**src/rtl/rv2m_fifo.sv**
```systemverilog
// rv2m_fifo: small register queue with full/empty flags.
// Standalone; used for the front/back queue and the result queue.
module rv2m_fifo #(
    parameter int WIDTH = 16,
    parameter int DEPTH = 2
)
(
    input  logic             clk,
    input  logic             rst_n,
    input  logic             wr_en,
    input  logic [WIDTH-1:0] wr_data,
    input  logic             rd_en,
    output logic [WIDTH-1:0] rd_data,
    output logic             full,
    output logic             empty
);
    localparam int AW = $clog2(DEPTH);

    logic [WIDTH-1:0] mem_reg [DEPTH];
    logic [AW-1:0]    wr_ptr_reg;
    logic [AW-1:0]    rd_ptr_reg;
    logic [AW:0]      cnt_reg;

    assign full    = (cnt_reg == (AW+1)'(DEPTH));
    assign empty   = (cnt_reg == '0);
    assign rd_data = mem_reg[rd_ptr_reg];

    always_ff @(posedge clk)
    begin
        if (wr_en)
        begin
            mem_reg[wr_ptr_reg] <= wr_data;
        end
    end

    always_ff @(posedge clk or negedge rst_n)
    begin
        if (!rst_n)
        begin
            wr_ptr_reg <= '0;
            rd_ptr_reg <= '0;
            cnt_reg    <= '0;
        end
        else
        begin
            if (wr_en)
            begin
                wr_ptr_reg <= (wr_ptr_reg == AW'(DEPTH - 1)) ? '0 : wr_ptr_reg + AW'(1);
            end
            if (rd_en)
            begin
                rd_ptr_reg <= (rd_ptr_reg == AW'(DEPTH - 1)) ? '0 : rd_ptr_reg + AW'(1);
            end
            if (wr_en && !rd_en)
            begin
                cnt_reg <= cnt_reg + (AW+1)'(1);
            end
            else if (rd_en && !wr_en)
            begin
                cnt_reg <= cnt_reg - (AW+1)'(1);
            end
        end
    end

    a_no_overflow: assert property (@(posedge clk) disable iff (!rst_n)
        wr_en |-> (!full || rd_en))
        else $error("write into full queue");

    a_no_underflow: assert property (@(posedge clk) disable iff (!rst_n)
        rd_en |-> !empty)
        else $error("read from empty queue");

    a_count_up: assert property (@(posedge clk) disable iff (!rst_n)
        (wr_en && !rd_en) |=> (cnt_reg == $past(cnt_reg) + (AW+1)'(1)))
        else $error("queue count did not advance on write");

endmodule

```
**config.mk**
```make
export PLATFORM = sky130hd
export DESIGN_NAME = rv2m_fifo
export DESIGN_NICKNAME = d
export VERILOG_FILES = /design/src/rtl/rv2m_fifo.sv
export SDC_FILE = /design/constraint.sdc
export NUM_CORES = 1
export LEC_CHECK = 0
export CORE_MARGIN = 3
export CORE_UTILIZATION = 46
export DETAILED_ROUTE_END_ITERATION = 16
export DONT_BUFFER_PORTS = 1
export HOLD_SLACK_MARGIN = 0.03
export PLACE_DENSITY = 0.72
export SLEW_MARGIN = 30
export SYNTH_ARGS = -nofsm -noshare
export SYNTH_HDL_FRONTEND = slang
export SYNTH_SLANG_ARGS = --single-unit
```
**constraint.sdc**
```tcl
create_clock -name clk -period 1.9 [get_ports clk]
set_input_delay 0.19 -clock clk [delete_from_list [all_inputs] [get_ports clk]]
set_output_delay 0.19 -clock clk [all_outputs]
set_load 0.005 [all_outputs]
```
==> results.sh <==
export IMPL_status="finished, final reports clean"
export IMPL_clk_pin_slew_ns=0.10
export IMPL_pwr_share_comb_pct=26.6
export IMPL_gp_routability_congestion=0.582
export IMPL_post_cts_buffers=0
export IMPL_worst_ep_required_time_ns=1.71
export IMPL_viasPerCell=5.02
export IMPL_cp_cell_sequence="buf_4, mux2_2"
export IMPL_detail_route_wl_per_cell_um=16.3
export IMPL_maxCapViolCount=0
export IMPL_ios=38
export IMPL_cts_made_buffers=5
export IMPL_cts_root_buf="clkbuf_4"
export IMPL_antenna_cells=0
export IMPL_max_stage_delay_ns=0.39
export IMPL_grt_pass1_vias=648
export IMPL_clk_latency_ns=0.33
export IMPL_switching_share_pct=26.3
export IMPL_seqPwrFrac_pct=52.7
export IMPL_coreArea_sq_um=2830
export IMPL_fmax_ghz=0.647
export IMPL_mostFrequentLayoutCell="edfxtp_1"
export IMPL_htreeDepth=2
export IMPL_yosys_warnings=0
export IMPL_dieArea_sq_um=3720
export IMPL_hold_viol_final=0
export IMPL_worstPathArrival_ns=1.36
export IMPL_start_util_pct=49.2
export IMPL_areaGrowthSynthToFinish_pct=20.9
export IMPL_cts_max_path_buffers=2
export IMPL_drtIter0Drc=15
export IMPL_finalWirelength_um=2030
export IMPL_num_rows=19
export IMPL_drive_gt1_share_pct=28.7
export IMPL_path_buf_inv=1
export IMPL_layout_cells_non_filler=125
export IMPL_clockPowerShare_pct=20.7
export IMPL_drc=0
export IMPL_rsz0062_at_grt="no"
export IMPL_finalCriticalPeriod_ns=1.55
export IMPL_die_x_um=61.0
export IMPL_postSynthAreaPerCell_sq_um=21.1
export IMPL_fin_crit_sh_pct=81.3
export IMPL_syn_area_sq_um=1390
export IMPL_grt_usage_pct=12.0
export IMPL_p_int_uw=1580
export IMPL_antenna_left=0
export IMPL_cts_tree="done"
export IMPL_grt_start_max_net_pins=17
export IMPL_final_cell_mix="edfxtp_1, dlygate4sd3_1, mux2_4, mux2_2, clkbuf_4"
export IMPL_dr_total_vias=628
export IMPL_worstSetupStartpointType="register"
export IMPL_fin_skew_ns=0.00677
export IMPL_ir_drop_uv=699
export IMPL_cts_hold_buf=19
export IMPL_worstHoldPathType="input pin to async pin"
export IMPL_portBuffers=0
export IMPL_synth_seq_cells=36
export IMPL_leakage_uw=0.000627
export IMPL_overflow=0
export IMPL_antenna_found_initial=0
export IMPL_clock_sinks=36
export IMPL_first_pass_iters=3
export IMPL_cts_resized=0
export IMPL_syn_inst=66
export IMPL_dp_cells=98
export IMPL_crit_fanout=16
export IMPL_endpoint_kind="output port"
export IMPL_critical_path_top_delay_family="multiplexers"
export IMPL_slowest_stage="mux2_2"
export IMPL_power_switching_uw=564
export IMPL_die_height_um=61.0
export IMPL_p_total_uw=2150
export IMPL_setup_viol=0
export IMPL_fin_setup_tns_ns=0
export IMPL_yosys_cell_types_count=13
export IMPL_grt_pass1_wl_um=2970
export IMPL_final_max_slew_viol_count=0
export IMPL_slew_headroom_pct=83.2
export IMPL_largest_register_ffs=32
export IMPL_worst_pin_slew_ns=0.252
export IMPL_power_density_nw_per_um2=1270
export IMPL_syn_nets=87
export IMPL_path_class="register to output port"
export IMPL_nets=114
export IMPL_seq_area_frac_synth_pct=76.2
## layout make-up
cell class	instances	area [sq um]
timing repair buffer	22	213
tap	31	38.8
fill	216	1140
inverter	1	3.75
clock buffer	8	68.8
sequential	36	1060
multi-input combinational	27	299
## final timing paths
path                                           endpoint  slack (ns)                   start  cells past startpoint
worst min-delay path             rd_ptr_reg$_DFFE_PN0P_        0.13                   rst_n                      1
min in group clk                 cnt_reg[0]$_DFFE_PN0P_        0.13                   wr_en                      2
worst min register to register   rd_ptr_reg$_DFFE_PN0P_        0.47  rd_ptr_reg$_DFFE_PN0P_                      1
worst max register to register  mem_reg[0][7]$_DFFE_PP_        0.83  wr_ptr_reg$_DFFE_PN0P_                      2
max in group asynchronous        wr_ptr_reg$_DFFE_PN0P_        1.60                   rst_n                      1
worst max-delay path                         rd_data[1]        0.35  rd_ptr_reg$_DFFE_PN0P_                      2
## synthesized netlist by cell type
library cell | n | share of area (%)
edfxtp_1 | 32 | 69
nor2_1 | 2 | 0.54
buf_12 | 1 | 1.4
mux2_4 | 9 | 9.7
buf_6 | 1 | 0.81
and2_1 | 1 | 0.45
xnor2_1 | 1 | 0.63
dfrtp_1 | 4 | 7.2
nor2b_1 | 2 | 0.90
mux2_2 | 7 | 5.7
ha_1 | 1 | 0.90
inv_1 | 1 | 0.27
xor2_1 | 4 | 2.5
## power groups by stage
stage	Combinational, uW	Clock (uW)	Sequential (uW)
floorplan	511	0	1130
global placement	546	0	1140
detailed placement	549	0	1150
CTS	589	463	1130
global route	617	495	1150
finish	570	445	1130
## cells by family (layout without fill, tap and decap cells)
family	after synthesis	after routing	synth area share (%)
multiplexers	16	16	15.4
XOR/XNOR	5	5	3.14
AND/OR/NAND/NOR	5	5	1.89
adder cells (fa/ha/maj)	1	1	0.898
flip-flops	36	36	76.2
buffers and inverters	3	31	2.52
## metrics by stage
step | setup slack (ns) | utilization, % | area (sq um) | hold slack, ns
after CTS | 0.317 | 59.5 | 1680 | 0.0972
after global placement | 0.707 | 50.4 | 1430 | -0.105
final | 0.355 | 59.5 | 1680 | 0.125
after floorplan | 0.371 | - | 1390 | -0.106
after detailed placement | 0.696 | 50.4 | 1430 | -0.105
after global routing | 0.259 | 59.5 | 1680 | 0.104
## layer usage
metal	vias up	global-route usage (%)	routed length, um
li1	300	-	-
met1	301	13.0	810
met2	23	19.6	1090
met3	4	5.24	111
met4	0	6.50	19
met5	-	0	0
No activity file was read; power rests on OpenSTA's default activity.
